## config.mk

```make
export PLATFORM = sky130hd
export DESIGN_NAME = hebp_queue
export DESIGN_NICKNAME = d
export VERILOG_FILES = /design/src/rtl/core/hebp_pkg.sv /design/src/rtl/core/hebp_queue.sv
export SDC_FILE = /design/constraint.sdc
export NUM_CORES = 1
export LEC_CHECK = 0
export BUFFER_PORTS_ARGS = -buffer_cell sky130_fd_sc_hd__buf_2
export CELL_PAD_IN_SITES_DETAIL_PLACEMENT = 0
export CELL_PAD_IN_SITES_GLOBAL_PLACEMENT = 2
export CORE_MARGIN = 1
export CORE_UTILIZATION = 40
export CTS_CLUSTER_SIZE = 28
export DETAILED_ROUTE_END_ITERATION = 8
export PLACE_DENSITY = 0.91
export SKIP_LAST_GASP = 1
export SYNTH_ARGS = -nofsm -noshare
export SYNTH_HDL_FRONTEND = slang
export SYNTH_SLANG_ARGS = --single-unit
export TNS_END_PERCENT = 100
```

## constraint.sdc

```tcl
create_clock -name i_clk -period 2.97 [get_ports i_clk]
set_input_delay 0.1485 -clock i_clk [delete_from_list [all_inputs] [get_ports i_clk]]
set_output_delay 0.1485 -clock i_clk [all_outputs]
set_load 0.01 [all_outputs]
```

## src/rtl/core/hebp_pkg.sv

```systemverilog
// ============================================================================
// Huffman encoder bit packer package
// Shared widths, request codes and the command record passed front to back.
// ============================================================================
`default_nettype none

package hebp_pkg;

    localparam int CODE_W           = 32;   // width of a stored code
    localparam int LEN_W            = 6;    // width of a code length
    localparam int SYM_W            = 8;    // width of a symbol
    localparam int REQ_W            = 2;    // width of the request kind
    localparam int BYTE_W           = 8;    // width of a packed output byte
    localparam int SYM_DEPTH        = 256;  // entries in the code table
    localparam int IN_TDATA_W       = 48;   // symbol, length and code, byte padded
    localparam int DEF_MAX_CODE_LEN = 32;
    localparam int Q_DEPTH          = 2;    // command queue entries

    localparam logic [2:0] TOP_POS = 3'd7;  // bit that takes the next code bit

    typedef enum logic [REQ_W-1:0] {
        REQ_LOAD   = 2'd0,
        REQ_ENCODE = 2'd1,
        REQ_FLUSH  = 2'd2
    } t_req;

    // One unit of work for the packer: either a flush or a code to append.
    typedef struct packed {
        logic              flush;
        logic [LEN_W-1:0]  len;
        logic [CODE_W-1:0] code;
    } t_cmd;

endpackage

`default_nettype wire

```

## src/rtl/core/hebp_queue.sv

```systemverilog
// ============================================================================
// Huffman encoder command queue
// Two-entry queue that decouples the table lookup from the bit packer.
// ============================================================================
`default_nettype none

module hebp_queue (
    input  wire logic           i_clk,
    input  wire logic           i_rst_n,
    input  wire logic           i_in_valid,
    input  hebp_pkg::t_cmd      i_in_cmd,
    output logic                o_in_ready,
    output logic                o_out_valid,
    output hebp_pkg::t_cmd      o_out_cmd,
    input  wire logic           i_out_ready
);

    localparam int PTR_W = $clog2(hebp_pkg::Q_DEPTH);
    localparam int CNT_W = $clog2(hebp_pkg::Q_DEPTH + 1);

    hebp_pkg::t_cmd   r_ent [hebp_pkg::Q_DEPTH];
    logic [PTR_W-1:0] r_wp;
    logic [PTR_W-1:0] r_rp;
    logic [CNT_W-1:0] r_cnt;
    logic             push;
    logic             pop;

    assign o_in_ready  = (r_cnt != CNT_W'(hebp_pkg::Q_DEPTH));
    assign o_out_valid = (r_cnt != '0);
    assign o_out_cmd   = r_ent[r_rp];
    assign push        = i_in_valid && o_in_ready;
    assign pop         = o_out_valid && i_out_ready;

    always_ff @(posedge i_clk) begin
        if (push) begin
            r_ent[r_wp] <= i_in_cmd;
        end
    end

    always_ff @(posedge i_clk) begin
        if (!i_rst_n) begin
            r_wp  <= '0;
            r_rp  <= '0;
            r_cnt <= '0;
        end else begin
            if (push) begin
                r_wp <= (r_wp == PTR_W'(hebp_pkg::Q_DEPTH - 1)) ? '0 : r_wp + 1'b1;
            end
            if (pop) begin
                r_rp <= (r_rp == PTR_W'(hebp_pkg::Q_DEPTH - 1)) ? '0 : r_rp + 1'b1;
            end
            if (push && !pop) begin
                r_cnt <= r_cnt + 1'b1;
            end else if (pop && !push) begin
                r_cnt <= r_cnt - 1'b1;
            end
        end
    end

endmodule

`default_nettype wire

```

# Word level (Yosys, flattened, before mapping)

Memories as Yosys holds them, arrays and structs flattened. A register that Yosys moved wholly into a read port is not among the register bits.
Index checks and enable logic that the tools add are counted.
W data, S select, Z words.

Register bits: 4
RAM bits: 78
Input bits: 43
Output and inout port bits: 41
Logic and storage cells: 25
Memories kept: 1

Memory list:

| memory | words | width | rd ports | clocked after memory_dff | wr ports | RTL line         | source |
|---|---|---|---|---|---|---|---|
| r_ent  | 2     | 39    | 1        | 1                        | 1        | hebp_queue.sv:21 | `hebp_pkg::t_cmd r_ent [hebp_pkg::Q_DEPTH];` |

Add/sub/neg operators: 4
Eq/ne operators: 1
Multiplexer cells: 8
Reductions and logical operators: 8

Operator list:

| kind                  | number |
|---|---|
| $mux W1               | 6 |
| $logic_and A1 B1 Y1   | 4 |
| $mux W2               | 2 |
| $reduce_bool A2 Y1    | 2 |
| $add A1 B1 Y1 const B | 2 |
| $add A2 B1 Y2 const B | 1 |
| $logic_not A1 Y1      | 2 |
| $ne A2 B2 Y1 const B  | 1 |
| $sub A2 B1 Y2 const B | 1 |

# Longest topological paths before layout

Depth in word-level cells: 6
Gate-level depth with buffers: 6
Mapped depth without buffers: 6

# Worst setup path after synthesis

No wires, ideal clock.

Path kind: register to register
From: register r_cnt[0]
To: memory r_ent[1][0] in the netlist's numbering, enable pin
Arrival: 1.566 ns
Path slack: 1.004 ns
Cell stages (with the launch flop): 3
Path buffers: 0
Clock period less this slack: 1.966 ns
Path through: dfxtp_1 nand2b_4 and3_1

Cells in the longest elaborated chain, start to end: 4

Ends and longest elaborated chain:

| item                          | RTL line         | source |
|---|---|---|
| start, declared               | hebp_queue.sv:24 | `logic [CNT_W-1:0] r_cnt;` |
| start signal, assigned        | hebp_queue.sv:53 | `r_cnt <= r_cnt + 1'b1;` |
| start signal, assigned        | hebp_queue.sv:55 | `r_cnt <= r_cnt - 1'b1;` |
| $ne A2 B2 Y1                  | hebp_queue.sv:28 | `assign o_in_ready = (r_cnt != CNT_W'(hebp_pkg::Q_DEPTH));` |
| net o_in_ready                | hebp_queue.sv:12 | `output logic o_in_ready,` |
| $logic_and A1 B1 Y1           | hebp_queue.sv:31 | `assign push = i_in_valid && o_in_ready;` |
| $mux W1                       | hebp_queue.sv:35 | `if (push) begin` |
| $mux W1 (not written as such) | hebp_queue.sv:36 | `r_ent[r_wp] <= i_in_cmd;` |
| end, declared                 | hebp_queue.sv:21 |  |

The timed path passes the listed nets, and every way through them passes these cells.

==> key figures <==
Global routing
  • Global Route Usage Sum: 0.137
  • Global-route wire length before repair: ~7.9 mm
  • Vias in the first global route: roughly 1700
  • Largest net degree at the start of global routing: 40
  • GRT Residual Overflow: 0
  • Number of antenna violations at the first check in global routing: 0

Synth
  • Number of distinct library cells after synthesis: 20
  • Syn Inst Count: 145
  • Syn. warnings: 0
  • Syn Nets: between 150 and 200
  • Syn Area/Cell: 21.0 um^2
  • Register bit count reported by yosys: 83
  • Mapped Area: approximately 0.0030 mm^2
  • Register area share after synthesis: 0.801

Finish
  • Fill count: slightly below 600
  • Share of cells above drive strength 1: 0.514
  • P&R area growth vs syn: 38.9%
  • Nets: roughly 320
  • Final Cell Area: between 0.004 and 0.005 mm^2
  • ANT cells: 0
  • Non-Filler Instances: 379

Worst setup path
  • CP Launch Type: register
  • Worst Path Max Fanout: 39
  • Arrival @ worst endpoint: 1.88 ns
  • Worst Path Buf+Inv: 1
  • CP Cell Sequence: mux2_2, buf_2
  • Reg2Reg Depth: 2
  • CP endpoint kind: output pin
  • Stages on worst setup path: 2
  • Crit path largest cell delay: 0.96 ns
  • Crit path capture: o_out_cmd[9]
  • Worst EP required: between 2 and 3 ns
  • Reg2Reg Launch Point: r_cnt[0]
  • R2r endpoint: r_ent[1][1]
  • CP max stage cell: dfxtp_2
  • FF-to-FF setup slack: about 1.2 ns
  • Top delay family on crit path: flip-flops
  • Worst setup path category: reg -> out

Clock tree
  • Setup repair bufs after CTS: 0
  • Worst skew pair latency: 0.34 ns
  • CTS tree: built
  • Root buf cell: clkbuf_8
  • CTS Buf Count: 9
  • H-tree depth: 3
  • Clock Sinks: 83
  • Worst-path clk slew: about 0.08 ns
  • Clock Path Buffers: 2

Timing
  • Slew @ Worst Pin: between 0.9 and 1 ns
  • Setup TNS: 0 ns
  • Final period util: 0.684
  • Unrepaired setup endpoints after global routing: false
  • Final Max Slew Viols: 0
  • Max Fclk: just under 500 MHz
  • Final-report hold violation count: 0
  • Final setup vio count: 0
  • Fin Clk Skew: approximately 0.0089 ns
  • Max-slew headroom: 0.370
  • Final min period: 2.03 ns

Route
  • DRT iter0 DRCs: 54
  • Routed length per placed instance: 14.2 um
  • DRC: 0
  • Vias: 1728
  • Detailed Route WL: approximately 5.4 mm
  • Drt pass-1 iters: 4
  • Via density: around 4.6
  • Antenna viol nets, final: 0

Pwr
  • Worst VDD drop: roughly 0.5 mV
  • Lkg Pwr: approximately 1.6 nW
  • PwrDens: 798 mW/mm^2
  • Pwr Total: around 3.4 mW

Floorplan
  • Chip Height: ~89 um
  • Starting Density: 0.418
  • I/O pins: between 80 and 90
  • Full die area: about 0.0080 mm^2
  • Chip Width: 89.3 um
  • CORE AREA: roughly 0.0073 mm^2
  • FP Rows: 31

Min path
  • HP Class: in -> reg
  • Hold Path Cell Cnt: 2
  • Hold Crit Start: i_rst_n

Place
  • HPWL after DPL: 3.14 mm
  • GP Congestion: between 0.6 and 0.7
  • Input/output buffers: 83
  • Placed cell count: approximately 320
  • Placed cell area: 0.00357 mm^2

Run status
  • Run status: finished, final reports clean

Run
  • Max Cap Viol: 0
layer usage:
layer  track usage  wire (um)  vias to the layer above
met5             0          0                        -
met4        0.0649         57                        0
met3        0.0360        298                        7
met2         0.239       2630                       61
met1         0.158       2390                      836
li1              -          -                      824
layout by cell type, fill, tap and decap left out, types with 2 or more instances in the layout:
| cell | n |
|---|---|
| clkbuf_8 | 9 |
| buf_2 | 83 |
| mux2_2 | 39 |
| dlygate4sd3_1 | 39 |
| dfxtp_1 | 4 |
| inv_6 | 2 |
| xnor2_1 | 2 |
| edfxtp_1 | 78 |
| bufinv_16 | 4 |
| and2_1 | 4 |
where the power goes:
part	total (mW)	internal, mW	switching [mW]	leakage [nW]
logic	0.748	0.410	0.338	0.699
registers	1.58	1.46	0.119	0.770
clock network	1.05	0.651	0.397	0.134
cell type report:
cell class                 instances  area, um^2  share of cell area
clock buffer                       9         124              0.0293
clock inverter                     7         146              0.0346
inverter                           1        3.75            0.000887
multi-input combinational         57         579               0.137
sequential                        83        2440               0.577
tap                               99         124              0.0293
timing repair buffer             123         813               0.192
worst register-to-register path, delay by kind of cell (launching register included):
family           cells  cell delay, ns
AND/OR/NAND/NOR      2            0.99
flip-flops           1            0.42
state kept, by name (all words and copies together), names as in the netlist, named ones only:
signal and count:
r_cnt 2, r_ent 78, r_rp 1, r_wp 1
metrics by stage:
step	worst slack, ns	hold WS [ns]	utilization
after global routing	0.803	0.0521	0.581
after global placement	1.18	0.337	0.490
final	0.939	0.0707	0.581
after CTS	0.872	0.000138	0.579
after floorplan	1.00	0.247	-
after detailed placement	1.15	0.341	0.490
cell families (layout without fill, tap and decap cells):
group | count (synthesis) | after routing | share of synthesized area
XOR/XNOR | 3 | 3 | 0.00862
buffers and inverters | 5 | 140 | 0.00944
AND/OR/NAND/NOR | 9 | 9 | 0.0213
flip-flops | 83 | 83 | 0.801
multiplexers | 39 | 39 | 0.144
adder cells (fa/ha/maj) | 1 | 1 | 0.00410
AO/OA/AOI/OAI | 5 | 5 | 0.0115
timing repair:
item / 4_1_cts / 5_1_grt
hold buffers: 38 / 1
endpoints found under the hold margin: 76 / 2
resized for setup: 0 / 0
worst min path at each step:
stage,end,slack (ns)
after global routing,r_cnt[0],0.05
after floorplan,r_ent[0][0],0.25
after CTS,r_ent[0][28],0.0001
after global placement,r_ent[1][11],0.34
after detailed placement,r_ent[1][9],0.34
final,r_cnt[0],0.07
cells in the mapped netlist:
cell type	instances	area [um^2]
inv_1	1	3.75
xor2_1	1	8.76
buf_2	2	10.0
buf_4	2	15.0
and2_1	4	25.0
dfxtp_1	5	100
edfxtp_1	78	2340
and3_1	1	6.26
nand3b_1	1	7.51
o21ai_0	1	5.00
nand2b_4	1	13.8
ha_1	1	12.5
o21ai_1	1	5.00
a21bo_2	1	10.0
xnor2_1	2	17.5
or3_1	1	6.26
or2_2	1	6.26
a21boi_0	1	7.51
mux2_2	39	439
a21boi_1	1	7.51
Note: power is estimated with default switching activity, not from simulation.
