[config.mk]
export PLATFORM = sky130hd
export DESIGN_NAME = hebp_back
export DESIGN_NICKNAME = d
export VERILOG_FILES = /design/src/rtl/core/hebp_pkg.sv /design/src/rtl/core/hebp_back.sv
export SDC_FILE = /design/constraint.sdc
export NUM_CORES = 1
export LEC_CHECK = 0
export ABC_AREA = 1
export BUFFER_PORTS_ARGS = -buffer_cell sky130_fd_sc_hd__buf_4
export CORE_MARGIN = 2
export CORE_UTILIZATION = 30
export CTS_BUF_LIST = sky130_fd_sc_hd__clkbuf_16
export DETAILED_ROUTE_END_ITERATION = 7
export GPL_ROUTABILITY_DRIVEN = 0
export PLACE_DENSITY = 0.56
export SYNTH_ARGS = -nofsm -noshare
export SYNTH_HDL_FRONTEND = slang
export SYNTH_SLANG_ARGS = --single-unit
[constraint.sdc]
create_clock -name i_clk -period 7.5 [get_ports i_clk]
set_input_delay 0.75 -clock i_clk [delete_from_list [all_inputs] [get_ports i_clk]]
set_output_delay 0.75 -clock i_clk [all_outputs]
set_load 0.02 [all_outputs]
[src/rtl/core/hebp_pkg.sv]
// ============================================================================
// Huffman encoder bit packer package
// Shared widths, request codes and the command record passed front to back.
// ============================================================================
`default_nettype none

package hebp_pkg;

    localparam int CODE_W           = 32;   // width of a stored code
    localparam int LEN_W            = 6;    // width of a code length
    localparam int SYM_W            = 8;    // width of a symbol
    localparam int REQ_W            = 2;    // width of the request kind
    localparam int BYTE_W           = 8;    // width of a packed output byte
    localparam int SYM_DEPTH        = 256;  // entries in the code table
    localparam int IN_TDATA_W       = 48;   // symbol, length and code, byte padded
    localparam int DEF_MAX_CODE_LEN = 32;
    localparam int Q_DEPTH          = 2;    // command queue entries

    localparam logic [2:0] TOP_POS = 3'd7;  // bit that takes the next code bit

    typedef enum logic [REQ_W-1:0] {
        REQ_LOAD   = 2'd0,
        REQ_ENCODE = 2'd1,
        REQ_FLUSH  = 2'd2
    } t_req;

    // One unit of work for the packer: either a flush or a code to append.
    typedef struct packed {
        logic              flush;
        logic [LEN_W-1:0]  len;
        logic [CODE_W-1:0] code;
    } t_cmd;

endpackage

`default_nettype wire

[src/rtl/core/hebp_back.sv]
// ============================================================================
// Huffman encoder bit packer back end
// Appends left-aligned codes to the byte accumulator, one byte per cycle while the output is free.
// ============================================================================
`default_nettype none

module hebp_back (
    input  wire logic                          i_clk,
    input  wire logic                          i_rst_n,
    input  wire logic                          i_q_valid,
    input  hebp_pkg::t_cmd                     i_q_cmd,
    output logic                               o_q_ready,
    output logic                               m_tvalid,
    input  wire logic                          m_tready,
    output logic [hebp_pkg::BYTE_W-1:0]        m_tdata,
    output logic                               m_tlast
);

    logic                          r_busy;
    logic                          r_flush;
    logic [hebp_pkg::LEN_W-1:0]    r_rem;
    logic [hebp_pkg::CODE_W-1:0]   r_code;
    logic [hebp_pkg::BYTE_W-1:0]   r_acc;
    logic [2:0]                    r_pos;
    logic                          r_ov;
    logic [hebp_pkg::BYTE_W-1:0]   r_ob;
    logic                          r_ol;

    logic                          out_free;
    logic                          step;
    logic                          emit_now;
    logic [3:0]                    cap;
    logic [hebp_pkg::BYTE_W-1:0]   merged;
    logic [hebp_pkg::CODE_W-1:0]   code_sh;
    logic [hebp_pkg::LEN_W-1:0]    rem_after;
    logic                          fills;

    assign out_free  = !r_ov || m_tready;
    assign step      = r_busy && out_free;
    assign o_q_ready = !r_busy;
    assign cap       = {1'b0, r_pos} + 4'd1;
    // Code bits past the remaining count are zero, so no masking is needed.
    assign merged    = r_acc | (r_code[hebp_pkg::CODE_W-1 -: hebp_pkg::BYTE_W] >> (3'd7 - r_pos));
    assign code_sh   = r_code << cap;
    assign fills     = ({1'b0, r_rem} >= (hebp_pkg::LEN_W + 1)'(cap));
    assign rem_after = r_rem - hebp_pkg::LEN_W'(cap);
    // A byte leaves on a step that fills the accumulator or flushes pending bits.
    assign emit_now  = step && (r_flush ? (r_pos != hebp_pkg::TOP_POS) : fills);

    assign m_tvalid = r_ov;
    assign m_tdata  = r_ob;
    assign m_tlast  = r_ol;

    always_ff @(posedge i_clk) begin
        if (!i_rst_n) begin
            r_busy <= 1'b0;
            r_acc  <= '0;
            r_pos  <= hebp_pkg::TOP_POS;
            r_ov   <= 1'b0;
        end else begin
            if (emit_now) begin
                r_ov <= 1'b1;
            end else if (m_tready) begin
                r_ov <= 1'b0;
            end
            if (!r_busy && i_q_valid) begin
                r_busy  <= 1'b1;
                r_flush <= i_q_cmd.flush;
                r_rem   <= i_q_cmd.len;
                // Left-align the code so its first bit sits in the top bit.
                r_code  <= i_q_cmd.code << (hebp_pkg::LEN_W'(hebp_pkg::CODE_W) - i_q_cmd.len);
            end else if (step) begin
                if (r_flush) begin
                    if (r_pos != hebp_pkg::TOP_POS) begin
                        r_ob <= r_acc;
                        r_ol <= 1'b1;
                    end
                    r_acc  <= '0;
                    r_pos  <= hebp_pkg::TOP_POS;
                    r_busy <= 1'b0;
                end else if (fills) begin
                    r_ob <= merged;
                    if (rem_after < hebp_pkg::LEN_W'(hebp_pkg::BYTE_W)) begin
                        // The tail is shorter than a byte: park it and finish.
                        r_ol   <= 1'b1;
                        r_acc  <= code_sh[hebp_pkg::CODE_W-1 -: hebp_pkg::BYTE_W];
                        r_pos  <= hebp_pkg::TOP_POS - rem_after[2:0];
                        r_busy <= 1'b0;
                    end else begin
                        r_ol   <= 1'b0;
                        r_acc  <= '0;
                        r_pos  <= hebp_pkg::TOP_POS;
                        r_rem  <= rem_after;
                        r_code <= code_sh;
                    end
                end else begin
                    r_acc  <= merged;
                    r_pos  <= r_pos - r_rem[2:0];
                    r_busy <= 1'b0;
                end
            end
        end
    end

`ifndef NO_ASSERTIONS
    a_no_empty_code: assert property (@(posedge i_clk) disable iff (!i_rst_n)
        !(r_busy && !r_flush && (r_rem == '0)))
        else $error("packer holds an encode command with no bits");

    a_acc_low_clear: assert property (@(posedge i_clk) disable iff (!i_rst_n)
        (r_acc & 8'((9'd2 << r_pos) - 9'd1)) == 8'd0)
        else $error("accumulator has bits at or below the fill position");

    a_flush_clears: assert property (@(posedge i_clk) disable iff (!i_rst_n)
        (r_busy && r_flush && out_free) |=> (r_pos == hebp_pkg::TOP_POS && r_acc == '0))
        else $error("flush did not clear the packing state");
`endif

endmodule

`default_nettype wire

# Word-level counts from Yosys, hierarchy flattened

Cells that the tools add are included.

Bitwise logic cells: 2
Order comparisons: 2
Reduce and logical (&&, ||, !) cells: 15
Add/sub/neg operators: 6
Equal/unequal tests: 5
Shift-type cells: 3
Mux-type cells: 31

Operators by type and width:

| cell                                                                  | count |
|---|---|
| 32-bit 2-to-1 mux                                                     | 5 |
| 8-bit 2-to-1 mux                                                      | 6 |
| 32-bit by 4-bit left shift with 32-bit output                         | 1 |
| 32-bit by 6-bit left shift with 32-bit output                         | 1 |
| 6-bit 2-to-1 mux                                                      | 5 |
| 1-bit 2-to-1 mux                                                      | 12 |
| 5-bit AND reduction                                                   | 2 |
| 3-bit 2-to-1 mux                                                      | 3 |
| 8-bit OR                                                              | 1 |
| 2-bit nonzero test                                                    | 4 |
| 8-bit by 3-bit right shift with 8-bit output                          | 1 |
| 6-bit by 4-bit greater-or-equal comparator with 1-bit output          | 1 |
| 6-bit by 4-bit < comparator with 1-bit output (second input constant) | 1 |
| 2-bit AND reduction                                                   | 3 |
| 3-bit subtractor (first input constant)                               | 2 |
| 6-bit by 4-bit subtractor with 6-bit output                           | 1 |
| 6-bit subtractor (first input constant)                               | 1 |
| 3-bit by 1-bit adder with 4-bit output (second input constant)        | 1 |
| 2-bit by 1-bit != test with 1-bit output (second input constant)      | 2 |
| 4-bit by 2-bit != test with 1-bit output (second input constant)      | 1 |
| 1-bit logical AND                                                     | 3 |
| 3-bit != test (second input constant)                                 | 1 |
| 3-bit subtractor                                                      | 1 |
| 1-bit logical NOT                                                     | 2 |
| other kinds (3)                                                       | 3 |

Register bits after elaboration: 61
Output and inout port bits: 11
Logic and storage cells: 73
Input bits: 43

# Longest topological paths before layout

Depth after elaboration: 8
Gate-level depth with buffers: 18

# Worst setup path after synthesis

No wires, ideal clock.

Path type: reg2reg
Start point: register r_pos[0]
End point: register r_code[0] (netlist name) (enable)
Path slack: 3140 ps
Clock period less this slack: 4360 ps
Stages on the path, launching flop included: 15
Library setup time: 447 ps
Path buffers: 3
Data arrival time: 3913 ps
Cells stage by stage: dfxtp_1 > ha_1 > buf_2 > inv_1 > buf_2 > buf_2 > ha_1 > nand2_1 > nand3_1 > nand2_1 > xor2_1 > nor2_1 > nand2_1 > nand3_1 > o22ai_1

Cells in the longest elaborated chain, start to end: 5

RTL lines:

| item                                          | RTL line        | source |
|---|---|---|
| from (decl)                                   | hebp_back.sv:24 | `logic [2:0] r_pos;` |
| from (signal assigned)                        | hebp_back.sv:58 | `r_pos <= hebp_pkg::TOP_POS;` |
| from (signal assigned)                        | hebp_back.sv:79 | `r_pos <= hebp_pkg::TOP_POS;` |
| from (signal assigned)                        | hebp_back.sv:87 | `r_pos <= hebp_pkg::TOP_POS - rem_after[2:0];` |
| 3-bit by 1-bit adder with 4-bit output (*)    | hebp_back.sv:41 | `assign cap = {1'b0, r_pos} + 4'd1;` |
| 6-bit by 4-bit subtractor with 6-bit output   | hebp_back.sv:46 | `assign rem_after = r_rem - hebp_pkg::LEN_W'(cap);` |
| 6-bit by 4-bit < comparator with 1-bit output | hebp_back.sv:83 | `if (rem_after < hebp_pkg::LEN_W'(hebp_pkg::BYTE_W)) begin` |
| 2-bit != test (no source line)                | -               |  |
| 5-bit AND reduction (no source line) (*)      | -               |  |
| to (signal assigned)                          | hebp_back.sv:71 | `r_code <= i_q_cmd.code << (hebp_pkg::LEN_W'(hebp_pkg::CODE_W) - i_q_cmd.len);` |
| to (signal assigned)                          | hebp_back.sv:94 | `r_code <= code_sh;` |
| to (decl)                                     | hebp_back.sv:22 | `logic [hebp_pkg::CODE_W-1:0] r_code;` |

Every way passes the cells marked *; elsewhere a longest branch is shown, timed or not.
A chain may end at the register's enable or synchronous reset.

# Worst setup path after layout

Start point: register r_pos[1]
End point: register r_code[12] (netlist name) (enable)

The elaborated chain is that of the path after synthesis.

==> impl_metrics.env <==
export IMPL_num_vias=6320
export IMPL_drive_gt1_frac=0.0975
export IMPL_criticalPathCategory="flop to flop"
export IMPL_cts_sinks=61
export IMPL_period_minus_slack_ns=4.50
export IMPL_port_buffers=53
export IMPL_min_from="r_acc[2]$_SDFFE_PN0P_"
export IMPL_reg2reg_from="r_pos[1]$_SDFFE_PN1P_"
export IMPL_leakagePower_uw=0.00305
export IMPL_hpwl_um=13600
export IMPL_vdd_drop_max_mv=0.124
export IMPL_fill_cells=2210
export IMPL_min_to="r_acc[2]$_SDFFE_PN0P_"
export IMPL_dieArea_um2=21300
export IMPL_crit_path_end_kind="flop"
export IMPL_regArea_um2=1700
export IMPL_grt_pass1_wl_um=28900
export IMPL_fin_worst_skew_ns=0.0116
export IMPL_status="finished, final reports clean"
export IMPL_synth_edf_count=48
export IMPL_postCtsSetupRepairBufs=0
export IMPL_max_freq_mhz=222
export IMPL_avgRoutedWirePerCell_um=13.8
export IMPL_drc=0
export IMPL_grt_overflow_total=0
export IMPL_pwr_density_cell_nw_per_um2=196
export IMPL_cts_htree_levels=3
export IMPL_syn_num_nets=1045
export IMPL_cts_tree="yes"
export IMPL_rows=51
export IMPL_critPathRequiredTime_ns=7.53
export IMPL_synth_top_area_cell="nand2_1"
export IMPL_insertion_delay_ns=0.34
export IMPL_rr_endpoint="r_code[12]$_DFFE_PP_"
export IMPL_multi_input_area_um2=3800
export IMPL_yosysMostFrequentCell="nand2_1"
export IMPL_timing_final_crit_share=0.601
export IMPL_routed_via_density=4.98
export IMPL_pin_count=54
export IMPL_antenna_cells=0
export IMPL_swShare=0.371
export IMPL_first_global_vias=5838
export IMPL_crit_path_start_kind="flop"
export IMPL_clk_path_buf_depth=2
export IMPL_syn_area_per_cell_um2=6.07
export IMPL_fin_util=0.345
export IMPL_final_hold_viol_count=0
export IMPL_rsz0062_at_grt="false"
export IMPL_die_y_um=146
export IMPL_fp_coreArea_um2=19600
export IMPL_synth_cells=993
export IMPL_maxSlewHeadroom=0.307
export IMPL_synthTopCellsByArea="nand2_1, edfxtp_1, nand3_1"
export IMPL_holdPathStages=2
export IMPL_r2r_setup_slack_ns=3.00
export IMPL_cts_resized=0
export IMPL_clockRootBuffer="clkbuf_16"
export IMPL_synth_cell_types=41
export IMPL_synthArstFlopShare=0
export IMPL_area_growth_pct=12.1
export IMPL_start_util=0.308
export IMPL_drt_iter0_markers=469
export IMPL_cp_max_fo=38
export IMPL_tightest_slew_ns=1.04
export IMPL_cts_buffers=9
export IMPL_nets=1052
export IMPL_combPwrFrac=0.346
export IMPL_p_seq_frac=0.320
export IMPL_hold_buffers=0
export IMPL_clockPowerShare=0.335
export IMPL_ys_top_cells_by_count="nand2_1, nand3_1, o21ai_0"
export IMPL_setup_tns_ns=0
export IMPL_first_pass_iters=5
export IMPL_hold_class="flop to flop"
export IMPL_grt_max_degree=42
export IMPL_maxSlewViolCount=0
export IMPL_finalPower_uw=1320
export IMPL_wirelength_um=17500
export IMPL_p_sw_uw=491
export IMPL_antenna_found_initial=0
export IMPL_syn_cell_area_um2=6030
export IMPL_grt_use_total=0.164
export IMPL_yosysWarnings=0
export IMPL_clk_pin_slew_ns=0.06
export IMPL_synth_top_area_share=0.270
export IMPL_die_x_um=146
export IMPL_cp_startpoint="r_pos[1]$_SDFFE_PN1P_"
export IMPL_cap_violations=0
export IMPL_ys_flop_type="edfxtp_1"
export IMPL_yosysSeqAreaShare=0.282
export IMPL_p_int_uw=833
export IMPL_r2r_cells=10
export IMPL_ys_ff_latch=61
export IMPL_setup_violations=0
export IMPL_drt_antenna_violating_nets=0
export IMPL_crit_arrival_ns=4.54
-- cell families (layout without fill, tap and decap cells) --
logic type               after synthesis  after routing  synth area share
buffers and inverters                109            121            0.0892
XOR/XNOR                               6              6           0.00996
flip-flops                            61             61             0.282
AO/OA/AOI/OAI                        132            132             0.122
multiplexers                           4              4           0.00664
adder cells (fa/ha/maj)                9              9            0.0212
AND/OR/NAND/NOR                      672            672             0.469
-- state kept, by name, summed over array words and instances, names as in the netlist --
name,cells
r_code,32
m_tdata,8
r_acc,8
r_rem,6
r_pos,3
m_tlast,1
m_tvalid,1
r_busy,1
r_flush,1
-- cell type report --
| type | instances | area share |
|---|---|---|
| Clock buffer | 10 | 0.0370 |
| Clock inverter | 6 | 0.00999 |
| Inverter | 50 | 0.0285 |
| Multi-Input combinational cell | 823 | 0.563 |
| Sequential cell | 61 | 0.252 |
| Tap cell | 265 | 0.0490 |
| Timing Repair Buffer | 55 | 0.0611 |
-- cell usage in the layout (no fill, tap or decap), types with 9 or more instances in the layout --
master	count
nand4_1	10
buf_4	55
nand2_1	434
a21oi_1	23
edfxtp_1	48
o21ai_0	73
nand3_1	147
inv_1	43
clkbuf_16	10
nor2_1	54
o211ai_1	12
or2_2	9
dfxtp_1	13
-- worst max-delay path, cell delays in order (launching register included) --
cell	delay, ns
dfxtp_1	0.42
ha_1	1.03
inv_1	0.75
fa_1	0.66
nand4_1	0.15
nand3_2	0.11
nor2_4	0.39
inv_2	0.12
nand3_1	0.16
o22ai_4	0.07
buf_4	0.30
-- power by group through the flow --
stage | sequential [µW] | combinational, µW | clock (µW)
after floorplan | 425 | 344 | 0
after global placement | 430 | 456 | 0
after detailed placement | 429 | 453 | 0
after CTS | 422 | 456 | 445
after global routing | 426 | 521 | 458
final | 423 | 458 | 443
-- how the worst max path moves through the flow --
stage	end	slack (ns)
2_1_floorplan	r_code[0]$_DFFE_PP_	3.14
5_1_grt	r_code[14]$_DFFE_PP_	2.65
3_3_place_gp	r_code[6]$_DFFE_PP_	3.12
3_5_place_dp	r_code[8]$_DFFE_PP_	3.09
6_report	r_code[12]$_DFFE_PP_	3.00
4_1_cts	r_code[12]$_DFFE_PP_	3.05
-- per-stage QoR --
| stage | hold slack (ns) | area (µm²) | worst slack [ns] | std cells |
|---|---|---|---|---|
| after floorplan | 0.445 | 6030 | 3.14 | 993 |
| after global placement | 0.453 | 6440 | 3.12 | 1254 |
| after detailed placement | 0.459 | 6440 | 3.09 | 1254 |
| after CTS | 0.468 | 6760 | 3.05 | 1270 |
| after global routing | 0.480 | 6760 | 2.65 | 1270 |
| final | 0.466 | 6760 | 3.00 | 1270 |
-- per-layer routing --
metal / vias up / routed length [µm] / part of all wire / global-route usage
li1: 3290 / - / - / -
met1: 2825 / 8570 / 0.49 / 0.234
met2: 188 / 7730 / 0.44 / 0.263
met3: 17 / 955 / 0.055 / 0.0163
met4: 0 / 265 / 0.015 / 0.0456
met5: - / 0 / 0 / 0
No activity file was read; power rests on OpenSTA's default activity.
